File: src/hw/rtl/sac_pkg.sv
// ----------------------------------------------------------------------------
// sac_pkg
// Shared types and constants of the set-associative LRU write-back cache.
// ----------------------------------------------------------------------------
`timescale 1ns / 1ps
`default_nettype none

package sac_pkg;

    localparam int ADDR_W    = 10;
    localparam int DATA_W    = 32;
    localparam int MAX_OFF_W = 6;
    localparam int MAX_SET_W = 8;

    localparam int NUM_SETS_DEF    = 4;
    localparam int NUM_WAYS_DEF    = 4;
    localparam int BLOCK_WORDS_DEF = 4;
    localparam int MEM_WORDS_DEF   = 1024;

    // Division by a constant is done as a multiply by a scaled reciprocal.
    localparam int RECIP_SH = 26;
    localparam int RECIP_W  = RECIP_SH + 1;
    localparam int PROD_W   = ADDR_W + RECIP_W;

    localparam int FIFO_DEPTH = 2;

    typedef enum logic [1:0] {
        CMD_LOAD  = 2'd0,
        CMD_STORE = 2'd1,
        CMD_FLUSH = 2'd2,
        CMD_NOP   = 2'd3
    } t_cmd;

    typedef struct packed {
        t_cmd               cmd;
        logic [ADDR_W-1:0]  address;
        logic [DATA_W-1:0]  write_data;
    } t_req;

    typedef struct packed {
        logic [DATA_W-1:0]  read_data;
        logic               hit;
    } t_rsp;

    typedef struct packed {
        t_cmd                  cmd;
        logic [ADDR_W-1:0]     blk;
        logic [MAX_OFF_W-1:0]  off;
        logic [MAX_SET_W-1:0]  set;
        logic [DATA_W-1:0]     wdata;
    } t_job;

    typedef enum logic [3:0] {
        S_CLEAR,
        S_IDLE,
        S_LOOK,
        S_WB_RD,
        S_WB_WR,
        S_FILL_RD,
        S_FILL_WR,
        S_FILL_END,
        S_ACCESS,
        S_LOAD_RD,
        S_FL_CHK,
        S_FL_NEXT
    } t_state;

endpackage

`default_nettype wire

File: src/hw/rtl/sac_fifo.sv
// ----------------------------------------------------------------------------
// sac_fifo
// Small register queue with push/full and pop/empty sides.
// ----------------------------------------------------------------------------
`timescale 1ns / 1ps
`default_nettype none

module sac_fifo #(
    parameter int W     = 8,
    parameter int DEPTH = sac_pkg::FIFO_DEPTH
) (
    input  wire logic         i_clk,
    input  wire logic         i_rst_n,
    input  wire logic         i_push,
    input  wire logic [W-1:0] i_data,
    output logic              o_full,
    input  wire logic         i_pop,
    output logic [W-1:0]      o_data,
    output logic              o_empty
);

    localparam int PW = (DEPTH > 1) ? $clog2(DEPTH) : 1;
    localparam int CW = $clog2(DEPTH + 1);

    logic [W-1:0]  r_mem [DEPTH];
    logic [PW-1:0] r_wr, r_rd;
    logic [CW-1:0] r_cnt;
    logic          do_push, do_pop;

    assign o_full  = (r_cnt == CW'(DEPTH));
    assign o_empty = (r_cnt == '0);
    assign o_data  = r_mem[r_rd];
    assign do_push = i_push && !o_full;
    assign do_pop  = i_pop && !o_empty;

    always_ff @(posedge i_clk) begin
        if (!i_rst_n) begin
            r_wr  <= '0;
            r_rd  <= '0;
            r_cnt <= '0;
        end else begin
            if (do_push) begin
                r_wr <= (r_wr == PW'(DEPTH - 1)) ? '0 : r_wr + 1'b1;
            end
            if (do_pop) begin
                r_rd <= (r_rd == PW'(DEPTH - 1)) ? '0 : r_rd + 1'b1;
            end
            if (do_push && !do_pop) begin
                r_cnt <= r_cnt + 1'b1;
            end else if (do_pop && !do_push) begin
                r_cnt <= r_cnt - 1'b1;
            end
        end
    end

    always_ff @(posedge i_clk) begin
        if (do_push) begin
            r_mem[r_wr] <= i_data;
        end
    end

endmodule

`default_nettype wire

File: config.mk
export PLATFORM = sky130hd
export DESIGN_NAME = sac_fifo
export DESIGN_NICKNAME = d
export VERILOG_FILES = /design/src/hw/rtl/sac_pkg.sv /design/src/hw/rtl/sac_fifo.sv
export SDC_FILE = /design/constraint.sdc
export NUM_CORES = 1
export LEC_CHECK = 0
export BUFFER_PORTS_ARGS = -buffer_cell sky130_fd_sc_hd__buf_4
export CAP_MARGIN = 20
export CORE_ASPECT_RATIO = 1.25
export CORE_MARGIN = 10
export CORE_UTILIZATION = 49
export CTS_CLUSTER_SIZE = 12
export DETAILED_ROUTE_END_ITERATION = 12
export PLACE_DENSITY = 0.81
export SKIP_CTS_REPAIR_TIMING = 1
export SLEW_MARGIN = 10
export SYNTH_ARGS = -nofsm -noshare
export SYNTH_HDL_FRONTEND = slang
export SYNTH_SLANG_ARGS = --single-unit
File: constraint.sdc
create_clock -name i_clk -period 1.9 [get_ports i_clk]
set_input_delay 0.38 -clock i_clk [delete_from_list [all_inputs] [get_ports i_clk]]
set_output_delay 0.38 -clock i_clk [all_outputs]
set_load 0.005 [all_outputs]
# Yosys cells after proc, flatten, opt, wreduce, memory -nomap -nowiden
# Memory sizes are Yosys's and may differ from the RTL's. A register that Yosys moved wholly into a read port is not among the register bits.
# Cells that the tools add are included.
# totals
n_memories	1
mem_bits_rw	16
register_bits	4
out_inout_bits	10
inputBits	12
# mem_list
name	words	word_bits	rd	rd_clocked_by_memory_dff	write_ports	line	rtl
r_mem	2	8	1	1	1	sac_fifo.sv:25	logic [W-1:0] r_mem [DEPTH];
# classes
n_reduce_logical	10
add_sub_neg	4
mux	8
eq_ne	1
# ops
op	count
$mux W1	6
$logic_and A1 B1 Y1	4
$logic_not A1 Y1	4
$mux W2	2
$add A1 B1 Y1 const B	2
$add A2 B1 Y2 const B	1
$eq A2 B2 Y1 const B	1
$logic_not A2 Y1	1
$reduce_bool A2 Y1	1
$sub A2 B1 Y2 const B	1

# Longest topological paths before layout
# depth
ltp_word	7
depth_mapped	7
ltp_nobuf	7

# Least setup slack after synthesis
# Ideal clock, no wire load.
# synth_timing
kind	reg-to-reg
start	register r_cnt[0]
end	register r_cnt[1]
arrival_time_ps	1384
setup_time_ps	70
path_slack_ps	446
stages_incl_launch_ff	7
path_buffers	0
required_ps	1830
synth_period_minus_slack_ps	1454
path_cell_list	dfxtp_1 > nand2b_1 > inv_2 > nor2_1 > ha_1 > or3_1 > a21boi_1
# synth_via
elab_chain_len	6
word_cells_on_any_way	15
# synth_lines
element	line	rtl
from (decl)	sac_fifo.sv:27	logic [CW-1:0] r_cnt;
from (signal assigned)	sac_fifo.sv:49	r_cnt <= r_cnt + 1'b1;
from (signal assigned)	sac_fifo.sv:51	r_cnt <= r_cnt - 1'b1;
$eq A2 B2 Y1 (*)	sac_fifo.sv:30	assign o_full = (r_cnt == CW'(DEPTH));
named net o_full	sac_fifo.sv:16	output logic o_full,
$logic_not A1 Y1 (*)	sac_fifo.sv:33	assign do_push = i_push && !o_full;
$logic_and A1 B1 Y1 (*)	sac_fifo.sv:33	
$logic_not A1 Y1	sac_fifo.sv:50	end else if (do_pop && !do_push) begin
$logic_and A1 B1 Y1	sac_fifo.sv:50	
$reduce_bool A2 Y1 (no line)	--	
# The timed path passes the listed nets; every way through them passes the cells marked *. The select of a mux whose other input is x is not followed.
# A chain may end at the register's enable or synchronous reset.

==> summary.md <==
| Metric | Value |
|---|---|
| Outcome | finished clean |
| Synth top cells by count | sky130_fd_sc_hd__edfxtp_1 (16), sky130_fd_sc_hd__mux2_2 (8), sky130_fd_sc_hd__dfxtp_1 (5) |
| Wire length of the first global-routing pass | 2280 microns |
| Inserted Clock Buffers | 3 |
| Clock Tree Buf Depth | 2 |
| Initial Utilization | 0.518 |
| Layout cell share with drive strength beyond 1 | 0.480 |
| Pin count of the biggest net entering global routing | 13 |
| Worst path top cell family by delay | flip-flops |
| Syn-to-layout area delta | 26.0% |
| Dominant cells by area after synthesis | sky130_fd_sc_hd__edfxtp_1 (59%), sky130_fd_sc_hd__dfxtp_1 (12%), sky130_fd_sc_hd__mux2_2 (11%) |
| Number of global-route vias before repair | 485 |
| Critical path type | reg2out |
| Hold Vio Cnt, Final | 0 |
| Vias per cell | 5.16 |
| Clock transition at the registers of the reported paths | 0.12 ns |
| Remaining antenna violation count | 0 |
| Worst path required time | 1.52 ns |
| Net count after synthesis | 63 |
| Count of unresolved DRC violations after routing | 0 |
| Post-layout nets | 89 |
| Quantity of I/O buffers inserted on ports | 21 |
| Worst IR drop on VDD | 0.000838 V |
| Slew at the pin closest to its max-slew limit | 0.389 ns |
| Max-cap viol count | 0 |
| Sinks on the clock net | 21 |
| Main synth FF type | sky130_fd_sc_hd__edfxtp_1 |
| Number of enable-type register cells in the synthesized netlist | 16 |
| Fraction of post-synthesis cell area in the top cell type by area | 0.594 |
| Gate Count Post-Synth | 50 |
| I/O pins | 22 |
| DIE WIDTH | 56.4 microns |
| H-tree depth reported by CTS | 1 |
| Ordered cell list for the critical path | mux2_2 > buf_4 |
| Yosys Warn Count | 0 |
| Synthesized flop and latch total | 21 |
| Clock root buffer | sky130_fd_sc_hd__clkbuf_4 |
| Total inserted antenna cells | 0 |
| Vertical die dimension | 65.4 microns |
| Fraction of registers with async set/reset | 0 |
| Worst Min Path Start | i_data[4] |
| Number of library cell types mapped by synthesis | 20 |
| RSZ-0062 raised after global routing | false |
| Leakage dissipation | 0.000404 uW |
| DRT Wirelength | 1430 microns |
| Critical Path Slowest Stage Cell | sky130_fd_sc_hd__dfxtp_1 |
| Pre-antenna DRT Iters | 2 |
| GP Congestion | 0.662 |
| Post-Synthesis Cell Area | 810 sq um |
| Syn avg cell area | 16.2 sq um |
| Maximum clock frequency | 571 MHz |
| Startpoint of the most critical register-to-register path | r_cnt[0]$_SDFFE_PN0P_ |
| Worst hold slack across all endpoints | 0.245 ns |
| GRT Overall Usage | 0.0808 |
| Final design instance area without fill | 0.00102 sq mm |
| Critical R2R Capture | r_cnt[1]$_SDFFE_PN0P_ |
| Share of the core filled with cells in the final layout | 0.653 |
| Sequential element share of the synthesized area | 0.717 |
| Critical path arrival | 1.37 ns |
| Non-filler instance count after layout | 93 |
| Largest area contributor in the netlist | sky130_fd_sc_hd__edfxtp_1 |
| Max stage delay on crit path | 0.54 ns |
| Fin crit period | 1.75 ns |
| Worst Hold Class | in2reg |
| Setup-violating endpoint count in the final report | 0 |
| Total buffers and inverters traversed by the critical path | 1 |
| Total power divided by cell area | 1250 mW/mm^2 |
| Core region area | 0.00156 sq mm |
| Number of pins with negative max-slew slack in the final report | 0 |
| FP Rows | 16 |
| Post-route clock skew | 0.00822 ns |
| CTS tree | done |
| Cell Count Post-Placement | 89 |
| Hold Path Sink | r_mem[0][4]$_DFFE_PP_ |
| Crit path launch type | flop |
| Total overflow reported by the global router | 0 |
| Initial antenna violation count | 0 |
| Endpoint type of the worst setup path | primary output |
| Number of stages on the worst hold path | 1 |
| Clock network latency to the later pin of the worst-skew pair | 0.31 ns |
| Count of vias placed by the detailed router | 480 |
| Most used standard cell by instance count after synthesis | sky130_fd_sc_hd__edfxtp_1 |
| Critical path fanouts, max | 8 |
| Cell depth of the worst flop-to-flop path | 6 |
| Slack of the worst reg-to-reg path | 0.35 ns |
| Post-route setup TNS | 0 ns |
| DRC violation total after the first TritonRoute iteration | 6 |
| Placed cell areas | 992 sq um |
| Post-DP HPWL | 1080 microns |
| Area enclosed by the die boundary | 0.00369 sq mm |
| Fillcell total | 133 |
| Slew headroom | 0.741 |
| Final critical-path share of the clock period | 0.921 |
| Final routed wire length divided by cell count | 15.4 microns |
-- registers in the layout (all words and copies together), names as in the netlist, named ones only --
name and count:
r_cnt 2, r_rd 1, r_mem 16, r_wr 1
-- worst max path at each step --
stage | endpoint | slack [ns] | cells after the start | startpoint
global route | o_data[7] | 0.08 | 2 | flop
CTS | o_data[7] | 0.12 | 2 | flop
floorplan | r_cnt[1]$_SDFFE_PN0P_ | 0.45 | 6 | r_cnt[0]$_SDFFE_PN0P_
detailed placement | r_cnt[1]$_SDFFE_PN0P_ | 0.36 | 6 | r_cnt[0]$_SDFFE_PN0P_
global placement | r_cnt[1]$_SDFFE_PN0P_ | 0.41 | 6 | r_cnt[0]$_SDFFE_PN0P_
finish | o_data[7] | 0.15 | 2 | flop
-- per-layer routing --
layer  track usage  vias up  share of wire
met3        0.0346        4          0.082
met2         0.118       17           0.46
met1        0.0837      227           0.42
met5             0        -              0
li1              -      232              -
met4        0.0813        0          0.033
-- placed cells by master, fill, tap and decap left out, drive strengths merged --
cell type,Yosys,routed
a21boi,2,2
and2,3,3
and3,1,1
buf,1,22
clkbuf,0,3
clkinv,0,1
dfxtp,5,5
edfxtp,16,16
ha,1,1
inv,2,2
mux2,8,8
nand2b,1,1
nor2,2,2
nor3,1,1
o21a,1,1
o21ai,2,2
or3,1,1
xnor2,2,2
xor2,1,1
-- logic make-up after synthesis --
family,after synthesis,share of synthesized area
fa+ha+maj,1,0.0155
simple gates,9,0.0680
compound gates,5,0.0402
flops,21,0.717
xor+xnor,3,0.0325
buf+inv,3,0.0154
mux,8,0.111
-- power breakdown --
group | switching [uW] | internal (uW) | total (uW) | leakage, uW
Clock | 137 | 78.7 | 216 | 0.0000177
Combinational | 163 | 250 | 413 | 0.000196
Sequential | 59.4 | 586 | 645 | 0.000191
Total | 359 | 914 | 1270 | 0.000404
-- through the flow --
| stage | worst slack [ns] | power [uW] |
|---|---|---|
| finish | 0.149 | 1270 |
| detailed placement | 0.361 | 1080 |
| global route | 0.0809 | 1350 |
| floorplan | 0.446 | 885 |
| global placement | 0.412 | 1060 |
| CTS | 0.124 | 1290 |
-- layout make-up --
class	count	area (sq um)	area share
Clock buffer	3	22.5	0.0221
Multi-Input combinational cell	26	216	0.212
Timing Repair Buffer	22	165	0.162
Inverter	2	7.51	0.00736
Sequential cell	21	581	0.569
Clock inverter	1	5.00	0.00491
Tap cell	18	22.5	0.0221
No activity file was read; power rests on OpenSTA's default activity.
