**src/hw/rtl/sac_pkg.sv**
```systemverilog
// ----------------------------------------------------------------------------
// sac_pkg
// Shared types and constants of the set-associative LRU write-back cache.
// ----------------------------------------------------------------------------
`timescale 1ns / 1ps
`default_nettype none

package sac_pkg;

    localparam int ADDR_W    = 10;
    localparam int DATA_W    = 32;
    localparam int MAX_OFF_W = 6;
    localparam int MAX_SET_W = 8;

    localparam int NUM_SETS_DEF    = 4;
    localparam int NUM_WAYS_DEF    = 4;
    localparam int BLOCK_WORDS_DEF = 4;
    localparam int MEM_WORDS_DEF   = 1024;

    // Division by a constant is done as a multiply by a scaled reciprocal.
    localparam int RECIP_SH = 26;
    localparam int RECIP_W  = RECIP_SH + 1;
    localparam int PROD_W   = ADDR_W + RECIP_W;

    localparam int FIFO_DEPTH = 2;

    typedef enum logic [1:0] {
        CMD_LOAD  = 2'd0,
        CMD_STORE = 2'd1,
        CMD_FLUSH = 2'd2,
        CMD_NOP   = 2'd3
    } t_cmd;

    typedef struct packed {
        t_cmd               cmd;
        logic [ADDR_W-1:0]  address;
        logic [DATA_W-1:0]  write_data;
    } t_req;

    typedef struct packed {
        logic [DATA_W-1:0]  read_data;
        logic               hit;
    } t_rsp;

    typedef struct packed {
        t_cmd                  cmd;
        logic [ADDR_W-1:0]     blk;
        logic [MAX_OFF_W-1:0]  off;
        logic [MAX_SET_W-1:0]  set;
        logic [DATA_W-1:0]     wdata;
    } t_job;

    typedef enum logic [3:0] {
        S_CLEAR,
        S_IDLE,
        S_LOOK,
        S_WB_RD,
        S_WB_WR,
        S_FILL_RD,
        S_FILL_WR,
        S_FILL_END,
        S_ACCESS,
        S_LOAD_RD,
        S_FL_CHK,
        S_FL_NEXT
    } t_state;

endpackage

`default_nettype wire

```
**src/hw/rtl/sac_fifo.sv**
```systemverilog
// ----------------------------------------------------------------------------
// sac_fifo
// Small register queue with push/full and pop/empty sides.
// ----------------------------------------------------------------------------
`timescale 1ns / 1ps
`default_nettype none

module sac_fifo #(
    parameter int W     = 8,
    parameter int DEPTH = sac_pkg::FIFO_DEPTH
) (
    input  wire logic         i_clk,
    input  wire logic         i_rst_n,
    input  wire logic         i_push,
    input  wire logic [W-1:0] i_data,
    output logic              o_full,
    input  wire logic         i_pop,
    output logic [W-1:0]      o_data,
    output logic              o_empty
);

    localparam int PW = (DEPTH > 1) ? $clog2(DEPTH) : 1;
    localparam int CW = $clog2(DEPTH + 1);

    logic [W-1:0]  r_mem [DEPTH];
    logic [PW-1:0] r_wr, r_rd;
    logic [CW-1:0] r_cnt;
    logic          do_push, do_pop;

    assign o_full  = (r_cnt == CW'(DEPTH));
    assign o_empty = (r_cnt == '0);
    assign o_data  = r_mem[r_rd];
    assign do_push = i_push && !o_full;
    assign do_pop  = i_pop && !o_empty;

    always_ff @(posedge i_clk) begin
        if (!i_rst_n) begin
            r_wr  <= '0;
            r_rd  <= '0;
            r_cnt <= '0;
        end else begin
            if (do_push) begin
                r_wr <= (r_wr == PW'(DEPTH - 1)) ? '0 : r_wr + 1'b1;
            end
            if (do_pop) begin
                r_rd <= (r_rd == PW'(DEPTH - 1)) ? '0 : r_rd + 1'b1;
            end
            if (do_push && !do_pop) begin
                r_cnt <= r_cnt + 1'b1;
            end else if (do_pop && !do_push) begin
                r_cnt <= r_cnt - 1'b1;
            end
        end
    end

    always_ff @(posedge i_clk) begin
        if (do_push) begin
            r_mem[r_wr] <= i_data;
        end
    end

endmodule

`default_nettype wire

```
**src/hw/rtl/sac_front.sv**
```systemverilog
// ----------------------------------------------------------------------------
// sac_front
// Takes requests, splits the address into block, offset and set over three
// pipeline stages, and queues the decoded jobs for the back end.
// ----------------------------------------------------------------------------
`timescale 1ns / 1ps
`default_nettype none

module sac_front #(
    parameter int NUM_SETS    = sac_pkg::NUM_SETS_DEF,
    parameter int BLOCK_WORDS = sac_pkg::BLOCK_WORDS_DEF,
    parameter int MEM_WORDS   = sac_pkg::MEM_WORDS_DEF
) (
    input  wire logic          i_clk,
    input  wire logic          i_rst_n,
    input  wire logic          i_hold,
    input  wire logic          i_push,
    input  wire sac_pkg::t_req i_req,
    output logic               o_full,
    input  wire logic          i_pop,
    output sac_pkg::t_job      o_job,
    output logic               o_job_valid
);

    localparam int AW = sac_pkg::ADDR_W;
    localparam int PW = sac_pkg::PROD_W;
    localparam int SH = sac_pkg::RECIP_SH;
    localparam int RW = sac_pkg::RECIP_W;
    localparam logic [RW-1:0] RM =
        RW'(((64'd1 << SH) + 64'(MEM_WORDS) - 64'd1) / 64'(MEM_WORDS));
    localparam logic [RW-1:0] RB =
        RW'(((64'd1 << SH) + 64'(BLOCK_WORDS) - 64'd1) / 64'(BLOCK_WORDS));
    localparam logic [RW-1:0] RQ =
        RW'(((64'd1 << SH) + 64'(BLOCK_WORDS * NUM_SETS) - 64'd1)
            / 64'(BLOCK_WORDS * NUM_SETS));

    logic                        r1_v, r2_v, r3_v;
    sac_pkg::t_cmd               r1_cmd, r2_cmd, r3_cmd;
    logic [AW-1:0]               r1_addr, r1_qm, r2_a, r3_a, r3_blk, r3_qs;
    logic [sac_pkg::DATA_W-1:0]  r1_wd, r2_wd, r3_wd;
    logic                        ld1, ld2, ld3, mv3, q_full;
    logic [PW-1:0]               p_m, p_b, p_q;
    sac_pkg::t_job               job;
    logic                        job_empty;

    assign mv3    = r3_v && !q_full;
    assign ld3    = r2_v && (!r3_v || mv3);
    assign ld2    = r1_v && (!r2_v || ld3);
    assign o_full = i_hold || (r1_v && !ld2);
    assign ld1    = i_push && !o_full;

    assign p_m = PW'(i_req.address) * PW'(RM);
    assign p_b = PW'(r2_a) * PW'(RB);
    assign p_q = PW'(r2_a) * PW'(RQ);

    always_ff @(posedge i_clk) begin
        if (!i_rst_n) begin
            r1_v <= 1'b0;
            r2_v <= 1'b0;
            r3_v <= 1'b0;
        end else begin
            r1_v <= ld1 || (r1_v && !ld2);
            r2_v <= ld2 || (r2_v && !ld3);
            r3_v <= ld3 || (r3_v && !mv3);
        end
    end

    always_ff @(posedge i_clk) begin
        if (ld1) begin
            r1_cmd  <= i_req.cmd;
            r1_addr <= i_req.address;
            r1_wd   <= i_req.write_data;
            r1_qm   <= AW'(p_m >> SH);
        end
        if (ld2) begin
            r2_cmd <= r1_cmd;
            r2_wd  <= r1_wd;
            r2_a   <= AW'(32'(r1_addr) - 32'(r1_qm) * 32'(MEM_WORDS));
        end
        if (ld3) begin
            r3_cmd <= r2_cmd;
            r3_wd  <= r2_wd;
            r3_a   <= r2_a;
            r3_blk <= AW'(p_b >> SH);
            r3_qs  <= AW'(p_q >> SH);
        end
    end

    always_comb begin
        job.cmd   = r3_cmd;
        job.blk   = r3_blk;
        job.off   = sac_pkg::MAX_OFF_W'(32'(r3_a) - 32'(r3_blk) * 32'(BLOCK_WORDS));
        job.set   = sac_pkg::MAX_SET_W'(32'(r3_blk) - 32'(r3_qs) * 32'(NUM_SETS));
        job.wdata = r3_wd;
    end

    sac_fifo #(
        .W     ($bits(sac_pkg::t_job)),
        .DEPTH (sac_pkg::FIFO_DEPTH)
    ) u_jobq (
        .i_clk   (i_clk),
        .i_rst_n (i_rst_n),
        .i_push  (r3_v),
        .i_data  (job),
        .o_full  (q_full),
        .i_pop   (i_pop),
        .o_data  (o_job),
        .o_empty (job_empty)
    );

    assign o_job_valid = !job_empty;

endmodule

`default_nettype wire

```
**config.mk**
```make
export PLATFORM = sky130hd
export DESIGN_NAME = sac_front
export DESIGN_NICKNAME = d
export VERILOG_FILES = /design/src/hw/rtl/sac_pkg.sv /design/src/hw/rtl/sac_fifo.sv /design/src/hw/rtl/sac_front.sv
export SDC_FILE = /design/constraint.sdc
export NUM_CORES = 1
export LEC_CHECK = 0
export ABC_AREA = 1
export ABC_CLOCK_PERIOD_IN_PS = 2950
export BUFFER_PORTS_ARGS = -buffer_cell sky130_fd_sc_hd__buf_2
export CAP_MARGIN = 40
export CORE_ASPECT_RATIO = 1.5
export CORE_MARGIN = 2
export CORE_UTILIZATION = 25
export DETAILED_ROUTE_END_ITERATION = 8
export PLACE_DENSITY_LB_ADDON = 0.3
export SLEW_MARGIN = 5
export SYNTH_ARGS = -nofsm -noshare
export SYNTH_HDL_FRONTEND = slang
export SYNTH_SLANG_ARGS = --single-unit
export TNS_END_PERCENT = 1
```
**constraint.sdc**
```tcl
create_clock -name i_clk -period 2.95 [get_ports i_clk]
set_input_delay 0.295 -clock i_clk [delete_from_list [all_inputs] [get_ports i_clk]]
set_output_delay 0.295 -clock i_clk [all_outputs]
set_load 0.03 [all_outputs]
```
# Word level (Yosys, flattened, before mapping)
# Memories as Yosys holds them, arrays and structs flattened. A register that Yosys moved wholly into a read port is not among the register bits.
# Index checks and enable logic that the tools add are counted.
# classes
add_sub_neg	6
n_eq_ne	1
mux	8
reduce_logical	27
# op_table
op	n
1-bit logical AND	10
1-bit logical NOT	9
8-bit subtractor	1
1-bit logical OR	6
1-bit two-way mux	6
6-bit subtractor	1
2-bit two-way mux	2
1-bit adder (second input constant)	2
2-bit by 1-bit adder with 2-bit output (second input constant)	1
2-bit == test (second input constant)	1
2-bit logical NOT	1
2-bit nonzero test	1
2-bit by 1-bit subtractor with 2-bit output (second input constant)	1
# word_totals
regBits	149
ram_bits	112
inputBits	49
out_inout_bits	60
memories	1
# mem_list
memory	words	width	read_ports	rd_ports_with_merged_regs	wr	line	text
u_jobq.r_mem	2	56	1	1	1	sac_fifo.sv:25	logic [W-1:0] r_mem [DEPTH];

# Logic depth before layout (Yosys ltp)
# logic_depth
depth_word	13
ltp_mapped	9
ltp_nobuf	9

# By module
# Synthesis repeated with hierarchy kept, for this count alone.
# hier_totals
cells_unflattened	373
area_unflattened_um2	8613.3
# modules_own_cells
module	n_inst	cells_per_inst	area_per_inst_um2
sac_fifo	1	218	4501.8
sac_front	1	155	4111.4

# Worst setup path after synthesis
# OpenSTA, ideal clock, no wires.
# synth_timing
path_kind	flip-flop to flip-flop
startpoint	reg u_jobq.r_cnt[1]
endpoint	reg r1_addr[0], enable pin
t_arrival_ps	2694
t_required_ps	2504
setup_slack_ps	-190
stages_incl_launch_ff	6
n_path_buf	0
cell_sequence	dfxtp_1 inv_1 nor2_1 nand4_1 nand2_1 nor2_1
# synth_between
elab_chain_cells	12
# synth_lines
item	line	text
from (decl)	sac_fifo.sv:27	logic [CW-1:0] r_cnt;
from (signal assigned)	sac_fifo.sv:49	r_cnt <= r_cnt + 1'b1;
from (signal assigned)	sac_fifo.sv:51	r_cnt <= r_cnt - 1'b1;
2-bit == test	sac_fifo.sv:30	assign o_full = (r_cnt == CW'(DEPTH));
1-bit logical NOT	sac_front.sv:46	assign mv3 = r3_v && !q_full;
1-bit logical AND	sac_front.sv:46	
1-bit logical OR	sac_front.sv:47	assign ld3 = r2_v && (!r3_v || mv3);
1-bit logical AND	sac_front.sv:47	
1-bit logical OR	sac_front.sv:48	assign ld2 = r1_v && (!r2_v || ld3);
1-bit logical AND	sac_front.sv:48	
1-bit logical NOT	sac_front.sv:49	assign o_full = i_hold || (r1_v && !ld2);
1-bit logical AND	sac_front.sv:49	
1-bit logical OR	sac_front.sv:49	
named net o_full	sac_front.sv:19	output logic o_full,
1-bit logical NOT	sac_front.sv:50	assign ld1 = i_push && !o_full;
1-bit logical AND	sac_front.sv:50	
named net ld1	sac_front.sv:41	logic ld1, ld2, ld3, mv3, q_full;
to (signal assigned)	sac_front.sv:71	r1_addr <= i_req.address;
to (decl)	sac_front.sv:39	logic [AW-1:0] r1_addr, r1_qm, r2_a, r3_a, r3_blk, r3_qs;
# The timed path passes the listed nets, and every way through them passes these cells.
# A chain may end at the register's enable or synchronous reset.

==> results_dict.tcl <==
set metrics [dict create \
    tightest_slew_ps 654.4 \
    port_buffers 96 \
    antenna_found_initial 0 \
    synth_area_mm2 0.007829 \
    core_area_mm2 0.03094 \
    cp.depth 3 \
    required_ps 2650 \
    cts_root_buf "clkbuf_16" \
    postLayoutCellArea_mm2 0.009940 \
    cts_inserted_buffers 22 \
    p_leak_nw 3.497 \
    grt_pass1_vias 3512 \
    dpl.hpwl_um 7978 \
    ys.flop_type "edfxtp_1" \
    start_kind "flip-flop" \
    post_drt_wl_per_cell_um 14.00 \
    path_buf_inv 2 \
    fin_nets 551 \
    instances_no_fill 922 \
    rr_worst_depth 4 \
    vias 3331 \
    synth_edf_count 220 \
    cts_max_level 1 \
    cp_top_family "flip-flops" \
    rsz0062_at_grt "no" \
    clk_path_buf_depth 3 \
    post-route-drc-count 0 \
    critical_path_arrival_ps 2010 \
    place.gp.congestion 0.6217 \
    status "finished, final reports clean" \
    drive_gt1_frac 0.3694 \
    drt-total-wl_um 12910 \
    crit_path_end_kind "primary output" \
    rrSetupSlack_ps 1210 \
    clkTransAtPathRegs_ps 60 \
    ys_top_cells_by_area "edfxtp_1 (84%), mux2_4 (7.7%), dfxtp_1 (2.0%), buf_4 (1.3%), buf_12 (1.0%)" \
    syn_area_per_cell_um2 23.16 \
    dp_cells 838 \
    grt_max_degree 45 \
    slew_violations 0 \
    skew_ps 7.219 \
    die_area_mm2 0.03278 \
    min_period_over_period 0.7800 \
    ys_seq_area_frac 0.8643 \
    drtIter0Drc 103 \
    row_count 79 \
    antenna_cells 0 \
    ys_seq_elements 228 \
    critPathSlowestCell "dfxtp_4" \
    placed_cell_area_mm2 0.008790 \
    tritoncts "done" \
    max_stage_delay_ps 720 \
    yosys.area.top_type "edfxtp_1" \
    clk_latency_ps 500 \
    synthDominantCellAreaShare 0.8439 \
    power.density_mw_per_mm2 701.4 \
    fillCellCount 2965 \
    synthCells 338 \
    rr_startpoint "u_jobq.r_cnt[1]" \
    ys_top_cells_by_count "edfxtp_1 (220), mux2_4 (40), buf_4 (14)" \
    clock.fmax_mhz 434.6 \
    ant_nets 0 \
    hold_violations 0 \
    timing.slew.headroom 0.5627 \
    crit_type "flip-flop to primary output" \
    track_usage 0.07705 \
    die_w_um 148.5 \
    synthArstFlopShare 0 \
    cp_max_fo 29 \
    vdd_drop_max_uv 421.4 \
    reg2reg_to "u_jobq.r_mem[1][5]" \
    die_h_um 220.7 \
    grt_pass1_wl_um 18930 \
    grt_overflow 0 \
    area_growth_pct 26.96 \
    min_period_ps 2301 \
    min_path_type "primary input to flip-flop" \
    worstSetupEndpoint "o_job[51]" \
    path_cells "buf_12, mux2_4, buf_2" \
    setup-tns-final_ps 0 \
    setup_viol 0 \
    ys.warnings.count 0 \
    max_cap_violations 0 \
    synthMostInstantiatedCell "edfxtp_1" \
    first_pass_iters 4 \
    ctsResizeCount 0 \
    via_per_inst 3.613 \
    initial_utilization 0.2530 \
    cts_sinks 228 \
    pin_count 109 \
    synth_cell_types 22 \
]
-- kinds of logic (layout without fill, tap and decap cells) --
| group | after synthesis | count (layout) | synth area share |
|---|---|---|---|
| adders and majority gates | 1 | 1 | 0.001598 |
| DFF | 228 | 228 | 0.8643 |
| xor gates and xnor gates | 1 | 1 | 0.001119 |
| buffers and inverters | 33 | 201 | 0.03180 |
| and+or+nand+nor | 23 | 23 | 0.01327 |
| muxes | 44 | 44 | 0.08247 |
| other | 1 | 12 | 0.0004790 |
| AOI/OAI and AO/OA | 7 | 7 | 0.004954 |
-- final cells by class --
class                   instances  area (um2)  area share
flip-flops and latches        228        6770      0.6811
repair buffers                147        1023      0.1030
clock inverters                12       115.1     0.01158
clock buffers                  28       594.3     0.05979
well taps                     405       506.7     0.05098
multi-input cells              88       877.1     0.08824
inverters                      14       52.55    0.005287
-- flip-flops by register name, summed over array words and instances (netlist names), named ones only --
signal and flops:
r2_cmd 2, r2_wd 32, r1_addr 10, r1_wd 32
r3_qs 5, r2_a 10, r3_cmd 2, u_jobq.r_mem 88
r3_v 1, r3_a 5, r3_wd 32, r1_cmd 2
u_jobq.r_wr 1, r1_v 1, u_jobq.r_cnt 2, u_jobq.r_rd 1
r2_v 1
-- worst min-delay path: stages --
cell	delay [ps]
buf_2	140
nand2_1	60
inv_1	40
-- metrics by stage --
step	setup WS (ps)	utilization	total power [mW]	hold WS, ps
3_3_place_gp	1168	0.2841	4.234	401.3
4_1_cts	571.8	0.3213	7.114	21.74
3_5_place_dp	1132	0.2841	4.250	404.5
2_1_floorplan	136.7	-	4.139	392.6
5_1_grt	540.2	0.3213	7.257	48.63
6_report	649.1	0.3213	6.972	63.33
-- timing repair --
action,CTS,global route
endpoints found under the hold margin,44,0
setup buffers,0,0
hold buffers,44,0
-- power breakdown --
part	internal, mW	total, mW	switching, mW
combinational	0.238	0.541	0.303
clock	1.60	2.76	1.15
sequential	3.61	3.67	0.0605
total	5.46	6.97	1.52
-- cell usage in the layout (no fill, tap or decap), types with 4 or more instances in the layout --
cell,count
inv_1,11
mux2_2,4
clkinv_2,5
edfxtp_1,220
mux2_4,40
buf_2,96
dlygate4sd3_1,44
clkbuf_1,5
nor2_1,4
nand2_1,8
dfxtp_1,7
clkbuf_16,23
buf_12,4
conb_1,12
-- how the worst min path moves through the flow --
stage | startpoint | end | cells past startpoint
3_5_place_dp | r2_a[1] | r3_a[1] | 0
6_report | i_rst_n | r1_v | 3
4_1_cts | i_rst_n | r1_v | 3
3_3_place_gp | r2_wd[25] | r3_wd[25] | 0
5_1_grt | i_rst_n | r1_v | 3
2_1_floorplan | i_rst_n | r1_v | 2
-- routing by layer --
layer,vias to the layer above,wire length [um],track usage
met5,-,0,0
met4,0,481,0.04349
met3,27,763,0.01876
met2,103,6836,0.1406
met1,1606,4827,0.08072
li1,1595,-,-
No activity file was read; power rests on OpenSTA's default activity.
